## src/design/flow_dynamic_timeout_update_unit_assert.svh

```systemverilog
// ----------------------------------------------------------------------------
// flow dynamic timeout update unit - assertion macros
// shared concurrent assertion forms, clocked on the rising edge and
// disabled while reset is high
// ----------------------------------------------------------------------------
`ifndef FLOW_DYNAMIC_TIMEOUT_UPDATE_UNIT_ASSERT_SVH
`define FLOW_DYNAMIC_TIMEOUT_UPDATE_UNIT_ASSERT_SVH

// same-cycle implication
`define FDTU_ASSERT_IMPL(label, clk, rst, ante, cons, msg) \
   label: assert property (@(posedge clk) disable iff (rst) (ante) |-> (cons)) \
      else $error(msg);

// next-cycle implication
`define FDTU_ASSERT_NEXT(label, clk, rst, ante, cons, msg) \
   label: assert property (@(posedge clk) disable iff (rst) (ante) |=> (cons)) \
      else $error(msg);

`endif

```

## src/design/fdtu_pkg.sv

```systemverilog
// ----------------------------------------------------------------------------
// fdtu_pkg
// types, constants and lookup helpers of the flow dynamic timeout update unit
// ----------------------------------------------------------------------------
`timescale 1ns / 1ps
`default_nettype none

package fdtu_pkg;

   localparam int SLOT_W      = 10;
   localparam int STAMP_W     = 40;
   localparam int COUNT_W     = 32;
   localparam int IDX_W       = 3;
   localparam int EXPIRE_W    = 41;
   localparam int CSR_INDEX_W = 3;
   localparam int CSR_DATA_W  = 64;

   localparam int FLOW_SLOTS_DEF = 1024;
   localparam int MBET_STEPS_DEF = 5;

   localparam logic [7:0] PROTO_TCP = 8'd6;
   localparam logic [7:0] PROTO_UDP = 8'd17;

   localparam logic [7:0]  SHORT_PACKETS_RST = 8'd5;
   localparam logic [23:0] SHORT_GAP_RST     = 24'd15000;
   localparam logic [23:0] LONG_TIMEOUT_RST  = 24'd64000;
   localparam logic [39:0] MARKS_RST         = 40'd38857019925;
   localparam logic [63:0] TIMEOUTS_A_RST    = 64'd2251868535259200000;
   localparam logic [15:0] TIMEOUT_E_RST     = 16'd4000;

   typedef enum logic [CSR_INDEX_W-1:0] {
      CSR_SHORT_PACKETS = 3'd0,
      CSR_SHORT_GAP     = 3'd1,
      CSR_LONG_TIMEOUT  = 3'd2,
      CSR_MBET_MARKS    = 3'd3,
      CSR_TIMEOUTS_A    = 3'd4,
      CSR_TIMEOUT_E     = 3'd5
   } csr_index_type;

   typedef struct packed {
      logic [SLOT_W-1:0]  flow_slot;
      logic [STAMP_W-1:0] stamp_ms;
      logic [7:0]         protocol;
      logic [COUNT_W-1:0] packet_count;
      logic               first_packet;
   } req_type;

   typedef struct packed {
      logic [SLOT_W-1:0]   slot_out;
      logic [EXPIRE_W-1:0] expire_ms;
      logic                expire_now;
      logic                updated;
   } rsp_type;

   typedef struct packed {
      logic [7:0]  short_packets;
      logic [23:0] short_gap;
      logic [23:0] long_timeout;
      logic [39:0] mbet_packet_marks;
      logic [63:0] mbet_timeouts_a;
      logic [15:0] mbet_timeout_e;
   } cfg_type;

   typedef struct packed {
      logic [STAMP_W-1:0] flow_start;
      logic [STAMP_W-1:0] prev_packet_time;
      logic [IDX_W-1:0]   mark_index;
      logic [IDX_W-1:0]   ladder_index;
   } flow_rec_type;

   function automatic logic [IDX_W-1:0] clamp_idx(input logic [IDX_W-1:0] i,
                                                  input logic [IDX_W-1:0] last);
      return (i > last) ? last : i;
   endfunction

   function automatic logic [7:0] mark_at(input logic [39:0]      marks,
                                          input logic [IDX_W-1:0] idx,
                                          input logic [IDX_W-1:0] last);
      logic [IDX_W-1:0] i;
      logic [7:0]       v;
      i = clamp_idx(idx, last);
      case (i)
         3'd0:    v = marks[7:0];
         3'd1:    v = marks[15:8];
         3'd2:    v = marks[23:16];
         3'd3:    v = marks[31:24];
         default: v = marks[39:32];
      endcase
      return v;
   endfunction

   function automatic logic [15:0] ladder_at(input logic [63:0]      tmo_a,
                                             input logic [15:0]      tmo_e,
                                             input logic [IDX_W-1:0] idx,
                                             input logic [IDX_W-1:0] last);
      logic [IDX_W-1:0] i;
      logic [15:0]      v;
      i = clamp_idx(idx, last);
      case (i)
         3'd0:    v = tmo_a[15:0];
         3'd1:    v = tmo_a[31:16];
         3'd2:    v = tmo_a[47:32];
         3'd3:    v = tmo_a[63:48];
         default: v = tmo_e;
      endcase
      return v;
   endfunction

endpackage

`default_nettype wire

```

## src/design/fdtu_csr.sv

```systemverilog
// ----------------------------------------------------------------------------
// fdtu_csr
// configuration registers with their reset values
// ----------------------------------------------------------------------------
`timescale 1ns / 1ps
`default_nettype none

module fdtu_csr
   import fdtu_pkg::*;
(
   input  wire logic                   clock,
   input  wire logic                   reset,
   input  wire logic                   csr_wr_en,
   input  wire logic [CSR_INDEX_W-1:0] csr_index,
   input  wire logic [CSR_DATA_W-1:0]  csr_wdata,
   output cfg_type                     cfg
);

   cfg_type cfg_ff;
   cfg_type cfg_in;

   always_comb begin
      cfg_in = cfg_ff;
      if (csr_wr_en) begin
         case (csr_index)
            CSR_SHORT_PACKETS: cfg_in.short_packets     = csr_wdata[7:0];
            CSR_SHORT_GAP:     cfg_in.short_gap         = csr_wdata[23:0];
            CSR_LONG_TIMEOUT:  cfg_in.long_timeout      = csr_wdata[23:0];
            CSR_MBET_MARKS:    cfg_in.mbet_packet_marks = csr_wdata[39:0];
            CSR_TIMEOUTS_A:    cfg_in.mbet_timeouts_a   = csr_wdata;
            CSR_TIMEOUT_E:     cfg_in.mbet_timeout_e    = csr_wdata[15:0];
            default:           cfg_in = cfg_ff;
         endcase
      end
   end

   always_ff @(posedge clock) begin
      if (reset) begin
         cfg_ff.short_packets     <= SHORT_PACKETS_RST;
         cfg_ff.short_gap         <= SHORT_GAP_RST;
         cfg_ff.long_timeout      <= LONG_TIMEOUT_RST;
         cfg_ff.mbet_packet_marks <= MARKS_RST;
         cfg_ff.mbet_timeouts_a   <= TIMEOUTS_A_RST;
         cfg_ff.mbet_timeout_e    <= TIMEOUT_E_RST;
      end else begin
         cfg_ff <= cfg_in;
      end
   end

   assign cfg = cfg_ff;

endmodule

`default_nettype wire

```

## config.mk

```make
export PLATFORM = sky130hd
export DESIGN_NAME = fdtu_csr
export DESIGN_NICKNAME = d
export VERILOG_FILES = /design/src/design/flow_dynamic_timeout_update_unit_assert.svh /design/src/design/fdtu_pkg.sv /design/src/design/fdtu_csr.sv
export SDC_FILE = /design/constraint.sdc
export NUM_CORES = 1
export LEC_CHECK = 0
export BUFFER_PORTS_ARGS = -buffer_cell sky130_fd_sc_hd__buf_2
export CORE_UTILIZATION = 50
export CTS_CLUSTER_DIAMETER = 200
export DETAILED_ROUTE_END_ITERATION = 8
export GPL_ROUTABILITY_DRIVEN = 0
export GPL_TIMING_DRIVEN = 0
export PLACE_DENSITY = 0.81
export SKIP_CTS_REPAIR_TIMING = 1
export SLEW_MARGIN = 20
export SYNTH_ARGS = -nofsm -noshare
export SYNTH_HDL_FRONTEND = slang
export SYNTH_SLANG_ARGS = --single-unit
```

## constraint.sdc

```tcl
create_clock -name clock -period 1.3 [get_ports clock]
set_input_delay 0.195 -clock clock [delete_from_list [all_inputs] [get_ports clock]]
set_output_delay 0.195 -clock clock [all_outputs]
set_load 0.02 [all_outputs]
```

==> results.yml <==
synth:
  syn_area_sq_um: 7120
  synth_edf_count: 0
  synth_nets: 751
  synth_common_cells: "dfxtp_1 (176), mux2i_1 (176), nand2b_1 (168)"
  synth-warning-count: 0
  synth.distinct_cells: 14
  synth_cells: 681
  synth-seq-cells: 176
  synthArstFlopShare_pct: 0
  yosysTopAreaCell: "dfxtp_1"
  synth_area_leaders: "dfxtp_1 (49%), mux2i_1 (25%), nand2b_1 (15%)"
  avgSynthCellArea_sq_um: 10.5
  yosys_most_used_dff: "dfxtp_1"
  ys_seq_area_share_pct: 49.5
  yosys.area.top_type_share_pct: 49.5
clock_tree:
  cts_tree: "yes"
  cts_max_path_buffers: 2
  cts_buffers: 17
  clk_latency_ns: 0.43
  cts-root-buf: "clkbuf_16"
  htreeDepth: 4
  path_clk_slew_ns: 0.07
  cts.sinks: 176
power_and_ir_drop:
  p_leak_nw: 4.41
  vdd_drop_max_mv: 0.881
  cellPowerDensity_nw_per_um2: 1310
  finalPower_w: 0.0120
critical_path:
  endpoint_kind: "primary output"
  crit_buf_inv: 1
  r2r_slack_ns: 0.60
  critPathRequiredTime_ns: 1.11
  cp_top_family: "flip-flops"
  max_stage_delay_ns: 0.41
  path_class: "register to primary output"
  cpMaxStageDelayCell: "dfxtp_1"
  cp_cell_sequence: "buf_2"
  crit_arrival_ns: 1.05
  cp-start-kind: "register"
  crit_fanout: 2
finish:
  num-fill-cells: 1158
  fin_area_sq_um: 9200
  layout-drive-gt1-share_pct: 32.3
  area_growth_syn_to_layout_pct: 29.1
  largest_register_ff_count: 176
  nNetsFinal: 1014
  multi_input_area_sq_um: 3300
  seqCellArea_sq_um: 3520
run_status:
  status: "finished, final reports clean"
detailed_routing:
  firstDrtPassIters: 5
  drtIter0Drc: 279
  wl_per_cell_um: 18.1
  via_per_inst: 5.00
  ant_nets: 0
  drt-total-wl_um: 20600
  drc: 0
  vias: 5689
grt:
  grt_use_total_pct: 28.5
  grt_pass1_vias: 5734
  grt_pass1_wl_um: 31300
  overflow: 0
  antenna_found_initial: 2
  grt_max_degree: 19
place:
  placed_cell_area_sq_um: 8570
  hpwl_um: 15000
  numPortBuffers: 244
floorplanning:
  rows: 43
  start_util_pct: 51.3
  core_area_sq_um: 13900
  dieHeight_um: 121
  num_io_pins: 246
  dieArea_sq_um: 14700
  die_width_um: 121
sta:
  worst_pin_slew_ns: 0.762
  fin_crit_ns: 1.25
  max_freq_mhz: 803
  max-slew-margin-rel_pct: 49.2
  setup_violations: 0
  hold_violations: 0
  rsz0062_at_grt: "no"
  min_period_over_period_pct: 95.8
  finClkSkew_ns: 0
  drv_slew: 0
worst_hold_path:
  min_path_type: "input port to register"
job:
  cap_violations: 0
## worst reg2reg max path: stages, from the launching register on
cell	delay, ns
dfxtp_1	0.41
nand2b_1	0.08
mux2i_1	0.14
## layer usage
metal	vias up	global-route usage [%]	share of wire [%]
met5	-	0	0.039
met4	2	9.41	1.6
met3	26	9.07	7.1
met2	201	48.5	48
met1	2699	33.8	43
li1	2761	-	-
## worst paths after layout
kind                               startpoint  endpoint  depth (start not counted)
worst max-delay path                  cfg[95]   cfg[95]                          1
worst min-delay path            csr_wdata[49]   cfg[65]                          3
worst max register to register        cfg[95]   cfg[95]                          2
worst min register to register        cfg[66]   cfg[66]                          2
## layout by cell type, fill, tap and decap left out
master / n
buf_2: 257
mux2i_1: 176
dfxtp_1: 176
nand2b_1: 168
nor2_1: 96
clkbuf_1: 28
clkbuf_16: 17
buf_6: 7
buf_4: 6
inv_8: 5
inv_6: 4
and4bb_2: 3
nand4bb_1: 3
and4b_2: 2
clkinv_4: 2
bufinv_16: 2
diode_2: 1
nand4b_2: 1
nand4b_1: 1
or4b_4: 1
clkinv_8: 1
clkbuf_8: 1
## power by group
part           internal [W]  switching [W]  leakage, nW
Clock               0.00300        0.00240        0.308
Combinational      0.000426       0.000638         2.67
Sequential          0.00551      0.0000638         1.43
## final cells by class
class	count	area share, %
flip-flops and latches	176	38.3
multi-input cells	451	35.9
repair buffers	244	13.3
clock buffers	18	4.78
plain buffers	54	3.20
well taps	180	2.45
clock inverters	14	2.01
diodes	1	0.0272
## per-stage QoR
stage               utilization [%]  cells  hold WS [ns]  setup WS, ns  TNS, ns
CTS                            66.2   1137       0.00579        0.0551        0
finish                         66.2   1138        0.0211        0.0549        0
global route                   66.2   1138        0.0182       0.00674        0
floorplan                         -    681         0.350        0.0799        0
detailed placement             61.7   1105         0.457        -0.348   -31.29
global placement               61.7   1105         0.454        -0.339   -29.92
## kinds of logic after synthesis
family	after synthesis	share of synthesized area (%)
muxes	176	24.7
and+or+nand+nor	275	21.7
DFF	176	49.5
buffers and inverters	54	4.13
Note: power is estimated with default switching activity, not from simulation.
