**config.mk**
```make
export PLATFORM = sky130hd
export DESIGN_NAME = fdtu_engine
export DESIGN_NICKNAME = d
export VERILOG_FILES = /design/src/design/fdtu_pkg.sv /design/src/design/fdtu_engine.sv
export VERILOG_INCLUDE_DIRS = /design/src /design/src/design
export SDC_FILE = /design/constraint.sdc
export NUM_CORES = 2
export LEC_CHECK = 0
export BUFFER_PORTS_ARGS = -buffer_cell sky130_fd_sc_hd__buf_2
export CAP_MARGIN = 20
export CORE_AREA = 3 3 353 355
export DETAILED_ROUTE_END_ITERATION = 7
export DIE_AREA = 0 0 356 358
export GPL_ROUTABILITY_DRIVEN = 0
export PLACE_DENSITY_LB_ADDON = 0.12
export RECOVER_POWER = 25
export SYNTH_ARGS = -nofsm -noshare
export SYNTH_HDL_FRONTEND = slang
export SYNTH_SLANG_ARGS = --single-unit
```
**constraint.sdc**
```tcl
create_clock -name clock -period 8.82 [get_ports clock]
set_input_delay 2.646 -clock clock [delete_from_list [all_inputs] [get_ports clock]]
set_output_delay 2.646 -clock clock [all_outputs]
set_load 0.005 [all_outputs]
```
**src/design/flow_dynamic_timeout_update_unit_assert.svh**
```systemverilog
// ----------------------------------------------------------------------------
// flow dynamic timeout update unit - assertion macros
// shared concurrent assertion forms, clocked on the rising edge and
// disabled while reset is high
// ----------------------------------------------------------------------------
`ifndef FLOW_DYNAMIC_TIMEOUT_UPDATE_UNIT_ASSERT_SVH
`define FLOW_DYNAMIC_TIMEOUT_UPDATE_UNIT_ASSERT_SVH

// same-cycle implication
`define FDTU_ASSERT_IMPL(label, clk, rst, ante, cons, msg) \
   label: assert property (@(posedge clk) disable iff (rst) (ante) |-> (cons)) \
      else $error(msg);

// next-cycle implication
`define FDTU_ASSERT_NEXT(label, clk, rst, ante, cons, msg) \
   label: assert property (@(posedge clk) disable iff (rst) (ante) |=> (cons)) \
      else $error(msg);

`endif

```
**src/design/fdtu_pkg.sv**
```systemverilog
// ----------------------------------------------------------------------------
// fdtu_pkg
// types, constants and lookup helpers of the flow dynamic timeout update unit
// ----------------------------------------------------------------------------
`timescale 1ns / 1ps
`default_nettype none

package fdtu_pkg;

   localparam int SLOT_W      = 10;
   localparam int STAMP_W     = 40;
   localparam int COUNT_W     = 32;
   localparam int IDX_W       = 3;
   localparam int EXPIRE_W    = 41;
   localparam int CSR_INDEX_W = 3;
   localparam int CSR_DATA_W  = 64;

   localparam int FLOW_SLOTS_DEF = 1024;
   localparam int MBET_STEPS_DEF = 5;

   localparam logic [7:0] PROTO_TCP = 8'd6;
   localparam logic [7:0] PROTO_UDP = 8'd17;

   localparam logic [7:0]  SHORT_PACKETS_RST = 8'd5;
   localparam logic [23:0] SHORT_GAP_RST     = 24'd15000;
   localparam logic [23:0] LONG_TIMEOUT_RST  = 24'd64000;
   localparam logic [39:0] MARKS_RST         = 40'd38857019925;
   localparam logic [63:0] TIMEOUTS_A_RST    = 64'd2251868535259200000;
   localparam logic [15:0] TIMEOUT_E_RST     = 16'd4000;

   typedef enum logic [CSR_INDEX_W-1:0] {
      CSR_SHORT_PACKETS = 3'd0,
      CSR_SHORT_GAP     = 3'd1,
      CSR_LONG_TIMEOUT  = 3'd2,
      CSR_MBET_MARKS    = 3'd3,
      CSR_TIMEOUTS_A    = 3'd4,
      CSR_TIMEOUT_E     = 3'd5
   } csr_index_type;

   typedef struct packed {
      logic [SLOT_W-1:0]  flow_slot;
      logic [STAMP_W-1:0] stamp_ms;
      logic [7:0]         protocol;
      logic [COUNT_W-1:0] packet_count;
      logic               first_packet;
   } req_type;

   typedef struct packed {
      logic [SLOT_W-1:0]   slot_out;
      logic [EXPIRE_W-1:0] expire_ms;
      logic                expire_now;
      logic                updated;
   } rsp_type;

   typedef struct packed {
      logic [7:0]  short_packets;
      logic [23:0] short_gap;
      logic [23:0] long_timeout;
      logic [39:0] mbet_packet_marks;
      logic [63:0] mbet_timeouts_a;
      logic [15:0] mbet_timeout_e;
   } cfg_type;

   typedef struct packed {
      logic [STAMP_W-1:0] flow_start;
      logic [STAMP_W-1:0] prev_packet_time;
      logic [IDX_W-1:0]   mark_index;
      logic [IDX_W-1:0]   ladder_index;
   } flow_rec_type;

   function automatic logic [IDX_W-1:0] clamp_idx(input logic [IDX_W-1:0] i,
                                                  input logic [IDX_W-1:0] last);
      return (i > last) ? last : i;
   endfunction

   function automatic logic [7:0] mark_at(input logic [39:0]      marks,
                                          input logic [IDX_W-1:0] idx,
                                          input logic [IDX_W-1:0] last);
      logic [IDX_W-1:0] i;
      logic [7:0]       v;
      i = clamp_idx(idx, last);
      case (i)
         3'd0:    v = marks[7:0];
         3'd1:    v = marks[15:8];
         3'd2:    v = marks[23:16];
         3'd3:    v = marks[31:24];
         default: v = marks[39:32];
      endcase
      return v;
   endfunction

   function automatic logic [15:0] ladder_at(input logic [63:0]      tmo_a,
                                             input logic [15:0]      tmo_e,
                                             input logic [IDX_W-1:0] idx,
                                             input logic [IDX_W-1:0] last);
      logic [IDX_W-1:0] i;
      logic [15:0]      v;
      i = clamp_idx(idx, last);
      case (i)
         3'd0:    v = tmo_a[15:0];
         3'd1:    v = tmo_a[31:16];
         3'd2:    v = tmo_a[47:32];
         3'd3:    v = tmo_a[63:48];
         default: v = tmo_e;
      endcase
      return v;
   endfunction

endpackage

`default_nettype wire

```
**src/design/fdtu_engine.sv**
```systemverilog
// ----------------------------------------------------------------------------
// fdtu_engine
// sequencer and datapath: slot reduction, state read, gap and duration,
// products, ladder stepping, write-back and result register
// ----------------------------------------------------------------------------
`timescale 1ns / 1ps
`default_nettype none

`include "flow_dynamic_timeout_update_unit_assert.svh"

module fdtu_engine
   import fdtu_pkg::*;
#(
   parameter int FLOW_SLOTS = FLOW_SLOTS_DEF,
   parameter int MBET_STEPS = MBET_STEPS_DEF,
   localparam int AW = $clog2(FLOW_SLOTS)
) (
   input  wire logic          clock,
   input  wire logic          reset,
   input  cfg_type            cfg,
   input  wire logic          req_valid,
   output logic               req_stall,
   input  req_type            req_payload,
   output logic               rsp_valid,
   input  wire logic          rsp_stall,
   output rsp_type            rsp_payload,
   output logic               mem_rd_en,
   output logic [AW-1:0]      mem_rd_addr,
   input  flow_rec_type       mem_rd_data,
   output logic               mem_wr_en,
   output logic [AW-1:0]      mem_wr_addr,
   output flow_rec_type       mem_wr_data
);

   localparam int RECIP_SHIFT = 2 * SLOT_W;
   localparam int RECIP       = ((2 ** RECIP_SHIFT) + FLOW_SLOTS - 1) / FLOW_SLOTS;
   localparam int PROD_W      = SLOT_W + RECIP_SHIFT;
   localparam bit REDUCE      = FLOW_SLOTS < (2 ** SLOT_W);
   localparam logic [IDX_W-1:0] LAST_IDX = IDX_W'(MBET_STEPS - 1);

   typedef enum logic [2:0] {
      S_IDLE,
      S_READ,
      S_DIFF,
      S_MUL,
      S_DONE
   } state_type;

   state_type state_ff, state_in;
   logic      rsp_valid_ff, rsp_valid_in;
   rsp_type   rsp_payload_ff, rsp_payload_in;

   req_type              req_ff, req_in;
   logic [SLOT_W-1:0]    q_ff, q_in;
   logic [SLOT_W-1:0]    slot_ff, slot_in;
   logic [55:0]          cnt_prod_ff, cnt_prod_in;
   logic [STAMP_W-1:0]   start_ff, start_in;
   logic                 gap_ok_ff, gap_ok_in;
   logic                 dur_neg_ff, dur_neg_in;
   logic [STAMP_W-1:0]   dur_ff, dur_in;
   logic [IDX_W-1:0]     mi_ff, mi_in;
   logic [IDX_W-1:0]     li_ff, li_in;
   logic [47:0]          dur_prod_ff, dur_prod_in;
   logic [IDX_W-1:0]     li_new_ff, li_new_in;

   logic               accept;
   logic               rsp_load;
   logic [PROD_W-1:0]  q_prod;
   logic [PROD_W-1:0]  qn;
   logic [PROD_W-1:0]  rem;
   logic [PROD_W-1:0]  rem_fix;
   logic [SLOT_W-1:0]  slot_red;
   logic [STAMP_W-1:0] start_v;
   logic [STAMP_W-1:0] prev_v;
   logic [STAMP_W:0]   gap_w;
   logic [STAMP_W:0]   dur_w;
   logic [IDX_W-1:0]   mi_new;
   logic [IDX_W-1:0]   li_new;
   logic               is_tcp;
   logic               is_udp;
   logic               tcp_now;
   logic [STAMP_W:0]   stamp_x;

   assign accept    = req_valid && !req_stall;
   assign req_stall = (state_ff != S_IDLE);
   assign rsp_load  = (state_ff == S_DONE) && (!rsp_valid_ff || !rsp_stall);

   // slot modulo depth by reciprocal multiply
   assign q_prod  = PROD_W'(req_payload.flow_slot) * PROD_W'(RECIP);
   assign qn      = PROD_W'(q_ff) * PROD_W'(FLOW_SLOTS);
   assign rem     = PROD_W'(req_ff.flow_slot) - qn;
   assign rem_fix = (rem >= PROD_W'(FLOW_SLOTS)) ? rem - PROD_W'(FLOW_SLOTS) : rem;
   assign slot_red = REDUCE ? SLOT_W'(rem_fix) : req_ff.flow_slot;

   // first packet seeds both times
   assign start_v = req_ff.first_packet ? req_ff.stamp_ms : mem_rd_data.flow_start;
   assign prev_v  = req_ff.first_packet ? req_ff.stamp_ms : mem_rd_data.prev_packet_time;
   assign gap_w   = {1'b0, req_ff.stamp_ms} - {1'b0, prev_v};
   assign dur_w   = {1'b0, req_ff.stamp_ms} - {1'b0, start_v};

   assign is_tcp  = (req_ff.protocol == PROTO_TCP);
   assign is_udp  = (req_ff.protocol == PROTO_UDP);
   assign stamp_x = {1'b0, req_ff.stamp_ms};

   // udp ladder stepping
   always_comb begin
      mi_new = mi_ff;
      li_new = li_ff;
      if (is_udp) begin
         if (req_ff.packet_count == COUNT_W'(1)) begin
            mi_new = IDX_W'(1);
            li_new = '0;
         end else if (req_ff.packet_count ==
                      COUNT_W'(mark_at(cfg.mbet_packet_marks, mi_ff, LAST_IDX))) begin
            if (mi_ff < LAST_IDX) begin
               mi_new = mi_ff + IDX_W'(1);
            end
            if (dur_neg_ff || (dur_ff < STAMP_W'(ladder_at(cfg.mbet_timeouts_a,
                                                        cfg.mbet_timeout_e,
                                                        li_ff, LAST_IDX)))) begin
               if (li_ff < LAST_IDX) begin
                  li_new = li_ff + IDX_W'(1);
               end
            end
         end
      end
   end

   assign tcp_now = gap_ok_ff
                    && (req_ff.packet_count <= COUNT_W'(cfg.short_packets))
                    && (dur_neg_ff || (56'(dur_prod_ff) <= cnt_prod_ff));

   always_comb begin
      req_in      = req_ff;
      q_in        = q_ff;
      slot_in     = slot_ff;
      cnt_prod_in = cnt_prod_ff;
      start_in    = start_ff;
      gap_ok_in   = gap_ok_ff;
      dur_neg_in  = dur_neg_ff;
      dur_in      = dur_ff;
      mi_in       = mi_ff;
      li_in       = li_ff;
      dur_prod_in = dur_prod_ff;
      li_new_in   = li_new_ff;

      state_in       = state_ff;
      rsp_valid_in   = rsp_valid_ff && rsp_stall;
      rsp_payload_in = rsp_payload_ff;

      mem_rd_en   = 1'b0;
      mem_rd_addr = AW'(slot_red);
      mem_wr_en   = 1'b0;
      mem_wr_addr = AW'(slot_ff);
      mem_wr_data.flow_start       = start_ff;
      mem_wr_data.prev_packet_time = req_ff.stamp_ms;
      mem_wr_data.mark_index       = mi_new;
      mem_wr_data.ladder_index     = li_new;

      case (state_ff)
         S_IDLE: begin
            if (accept) begin
               req_in   = req_payload;
               q_in     = q_prod[PROD_W-1:RECIP_SHIFT];
               state_in = S_READ;
            end
         end
         S_READ: begin
            mem_rd_en   = 1'b1;
            slot_in     = slot_red;
            cnt_prod_in = 56'(req_ff.packet_count) * 56'(cfg.short_gap);
            state_in    = S_DIFF;
         end
         S_DIFF: begin
            start_in   = start_v;
            gap_ok_in  = !gap_w[STAMP_W] && (gap_w[STAMP_W-1:0] >= STAMP_W'(cfg.short_gap));
            dur_neg_in = dur_w[STAMP_W];
            dur_in     = dur_w[STAMP_W-1:0];
            mi_in      = clamp_idx(mem_rd_data.mark_index, LAST_IDX);
            li_in      = clamp_idx(mem_rd_data.ladder_index, LAST_IDX);
            state_in   = S_MUL;
         end
         S_MUL: begin
            mem_wr_en   = 1'b1;
            dur_prod_in = 48'(dur_ff) * 48'(cfg.short_packets);
            li_new_in   = li_new;
            state_in    = S_DONE;
         end
         S_DONE: begin
            if (rsp_load) begin
               rsp_valid_in           = 1'b1;
               rsp_payload_in.slot_out = slot_ff;
               if (is_tcp) begin
                  rsp_payload_in.expire_now = tcp_now;
                  rsp_payload_in.updated    = 1'b1;
                  rsp_payload_in.expire_ms  = tcp_now ? stamp_x
                                              : stamp_x + EXPIRE_W'(cfg.long_timeout);
               end else if (is_udp) begin
                  rsp_payload_in.expire_now = 1'b0;
                  rsp_payload_in.updated    = 1'b1;
                  rsp_payload_in.expire_ms  = stamp_x
                     + EXPIRE_W'(ladder_at(cfg.mbet_timeouts_a, cfg.mbet_timeout_e,
                                           li_new_ff, LAST_IDX));
               end else begin
                  rsp_payload_in.expire_now = 1'b0;
                  rsp_payload_in.updated    = 1'b0;
                  rsp_payload_in.expire_ms  = '0;
               end
               state_in = S_IDLE;
            end
         end
         default: begin
            state_in = S_IDLE;
         end
      endcase
   end

   always_ff @(posedge clock) begin
      if (reset) begin
         state_ff     <= S_IDLE;
         rsp_valid_ff <= 1'b0;
      end else begin
         state_ff     <= state_in;
         rsp_valid_ff <= rsp_valid_in;
      end
      rsp_payload_ff <= rsp_payload_in;
   end

   always_ff @(posedge clock) begin
      req_ff      <= req_in;
      q_ff        <= q_in;
      slot_ff     <= slot_in;
      cnt_prod_ff <= cnt_prod_in;
      start_ff    <= start_in;
      gap_ok_ff   <= gap_ok_in;
      dur_neg_ff  <= dur_neg_in;
      dur_ff      <= dur_in;
      mi_ff       <= mi_in;
      li_ff       <= li_in;
      dur_prod_ff <= dur_prod_in;
      li_new_ff   <= li_new_in;
   end

   assign rsp_valid   = rsp_valid_ff;
   assign rsp_payload = rsp_payload_ff;

   `FDTU_ASSERT_IMPL(a_no_rw_overlap, clock, reset, mem_rd_en, !mem_wr_en,
                     "state read and write-back in the same cycle")
   `FDTU_ASSERT_NEXT(a_read_follows_accept, clock, reset, accept, mem_rd_en,
                     "accepted beat not followed by a state read")
   `FDTU_ASSERT_IMPL(a_slot_in_range, clock, reset, mem_rd_en,
                     32'(slot_red) < 32'(FLOW_SLOTS),
                     "reduced slot beyond memory depth")
   `FDTU_ASSERT_IMPL(a_first_seeds_start, clock, reset,
                     mem_wr_en && req_ff.first_packet,
                     mem_wr_data.flow_start == req_ff.stamp_ms,
                     "first packet did not seed the flow start")

endmodule

`default_nettype wire

```
==> reports/results.tsv <==
metric	value	unit
grt_pass1_vias	47100	
rsz0062_at_grt	yes	
synth-edff-count	349	
startpoint_type	input port	
yosysWarnings	0	
post-route-period-util	99.5	%
grt-ovfl-total	0	
n_fill_cell	11200	
antenna_found_initial	10	
synth_async_sr_flop_share	0	%
crit_fanout	7	
cts_tree	built	
setup_violations	0	
synth_area	0.0569	mm^2
ys.flop_type	edfxtp_1	
core_area	0.122	mm^2
drt-pass1-iter-count	6	
fp.dieW	356	um
skew	67.8	ps
yosysUniqueCellTypes	97	
grt_pass1_wl	287	mm
viasPerCell	5.53	
io_buffer_count	519	
hp-start	mem_wr_addr[6]	
worstMarginPinSlew	3380	ps
initial_core_util	46.8	%
yosys_register_bits	353	
cts-root-buf	clkbuf_16	
dp_hpwl	157	mm
drt_iter0_markers	3616	
die_area	0.127	mm^2
grt_max_degree	57	
via_count	45400	
clkTransAtPathRegs	60	ps
wl_per_cell	23.2	um
die_h	358	um
hold_viol_final	0	
fmax	114	MHz
maxCapViolCount	5	
critical_path_class	input port to flip-flop	
fin_hold_ws	448	ps
cts_hold_buffers	0	
area_growth_syn_to_layout	15.1	%
max_slew_margin	-125	%
grt.total_usage	29.9	%
startpoint	cfg[149]	
clockBufferDepth	3	
drive_gt1_share	17.4	%
layout.nets	8255	
wirelength	190	mm
cts_max_level	2	
clock_latency	660	ps
hold_class	flip-flop to flip-flop	
ant_nets	0	
cts.sinks	353	
critPathRequiredTime	9210	ps
num_rows	128	
cp.arrival	9170	ps
period_minus_slack	8780	ps
end_kind	flip-flop	
syn_nets	7641	
io_pins	520	
syn_area_per_cell	9.61	um^2
status	finished with violations	
netlist_instances	5923	
violations	max-capacitance violations, max-slew violations	
drc_errors	0	
reg2reg_from	req_ff[9]	
seq_area_frac_synth	18.5	%
slew_viol_final	191	
numCtsBuffers	46	
[path summary, 6_finish.rpt]
kind / endpoint / slack [ps] / cells past startpoint
setup / recovery: cnt_prod_ff[54] / 40 / 28
hold / removal: rsp_payload[49] / 450 / 0
setup reg to reg: cnt_prod_ff[55] / 1150 / 27
hold reg to reg: rsp_payload[49] / 450 / 0
[through the flow]
stage	setup TNS [ps]	util, %	cell area (um^2)	cells	worst slack (ps)
2_1_floorplan	0	-	57200	5923	0.693
3_3_place_gp	-14260	51.9	63200	8089	-816
3_5_place_dp	-15460	52.0	63300	8091	-890
4_1_cts	0	53.3	64900	8177	2.66
5_1_grt	-580	53.9	65500	8198	-128
6_report	0	53.9	65600	8205	41.3
[layout by cell type, fill, tap and decap left out, types with 25 or more instances in the layout]
cell / instances
a21o_1: 133
and3_1: 38
buf_4: 310
buf_2: 489
inv_1: 1063
xor2_1: 56
a21oi_1: 195
buf_12: 26
o21ai_0: 136
nor4_1: 25
xnor2_1: 125
nand4_1: 37
nor2b_1: 38
nand3_1: 62
fa_2: 27
and2_1: 497
edfxtp_1: 349
clkbuf_16: 50
o211ai_1: 26
nand2_1: 708
o21a_1: 35
fa_1: 863
nor3_1: 42
ha_1: 454
mux2i_1: 110
a31oi_1: 39
mux4_2: 40
nand2b_1: 35
nor2_1: 147
[worst max-delay path, stage by stage]
cell and delay (ps):
buf_12 100, buf_12 110, buf_12 110, nand2_4 40, fa_1 560, inv_2 40, fa_1 560, inv_2 50
fa_1 500, fa_1 560, inv_2 40, fa_1 500, fa_1 570, inv_2 50, fa_1 520, inv_2 50
ha_4 200, a21o_1 150, a21o_1 150, a21o_1 170, a31o_4 230, a22oi_2 290, a21oi_4 110, nor2_4 150
a21oi_2 80, a31o_2 250, a41o_1 230, xor2_1 140
[cell families (layout without fill, tap and decap cells)]
logic type | Yosys count | count (layout) | share of synthesized area, %
AO/OA/AOI/OAI | 768 | 768 | 8.85
XOR/XNOR | 182 | 182 | 2.80
adder cells (fa/ha/maj) | 1361 | 1361 | 41.6
buffers and inverters | 1380 | 2029 | 9.44
flip-flops | 353 | 353 | 18.5
multiplexers | 166 | 166 | 3.83
other | 0 | 8 | 0
AND/OR/NAND/NOR | 1713 | 1713 | 14.9
[cell type report]
class	count	area, um^2	share of cell area (%)
antenna	8	20.0	0.0305
clock inverter	24	328	0.500
clock buffer	59	1240	1.89
timing repair buffer	860	5690	8.67
multi-input combinational	4190	41600	63.5
tap	1625	2030	3.10
sequential	353	10600	16.1
inverter	1086	4080	6.22
[registers in the layout (all words and copies together), names as in the netlist]
register,count
cnt_prod_ff,56
dur_ff,40
dur_neg_ff,1
dur_prod_ff,48
gap_ok_ff,1
li_ff,3
li_new_ff,3
mem_rd_addr,10
mem_wr_addr,10
mem_wr_data,40
mi_ff,3
req_ff,41
rsp_payload,53
rsp_valid,1
start_ff,40
state_ff,3
[repair_timing]
action / CTS / global route
resized for setup: 10 / 161
endpoints found under the setup margin: 7 / 23
pin swaps: 3 / 96
gates cloned: 0 / 3
setup buffers: 3 / 20
[layer usage]
metal | global-route usage, % | wire [um]
met3 | 5.41 | 15000
met1 | 39.5 | 77600
met4 | 14.1 | 10700
met5 | 0 | 18
met2 | 47.7 | 87000
[synth_stat cells, types with 62 or more instances]
library cell  number  area [um^2]
fa_1             890        17800
mux2i_1          110         1100
a21oi_1          207         1040
clkbuf_1         226          848
nand2_1          716         2690
inv_1           1083         4070
nand3_1           62          310
a21o_1           133          998
ha_1             471         5890
edfxtp_1         349        10500
and2_1           510         3190
nor2_1           152          571
o21ai_0          144          721
xnor2_1          126         1100
Power is left out: the tool's default activity adds up to more than one toggle a clock period on the data nets, which glitch-free logic cannot reach.
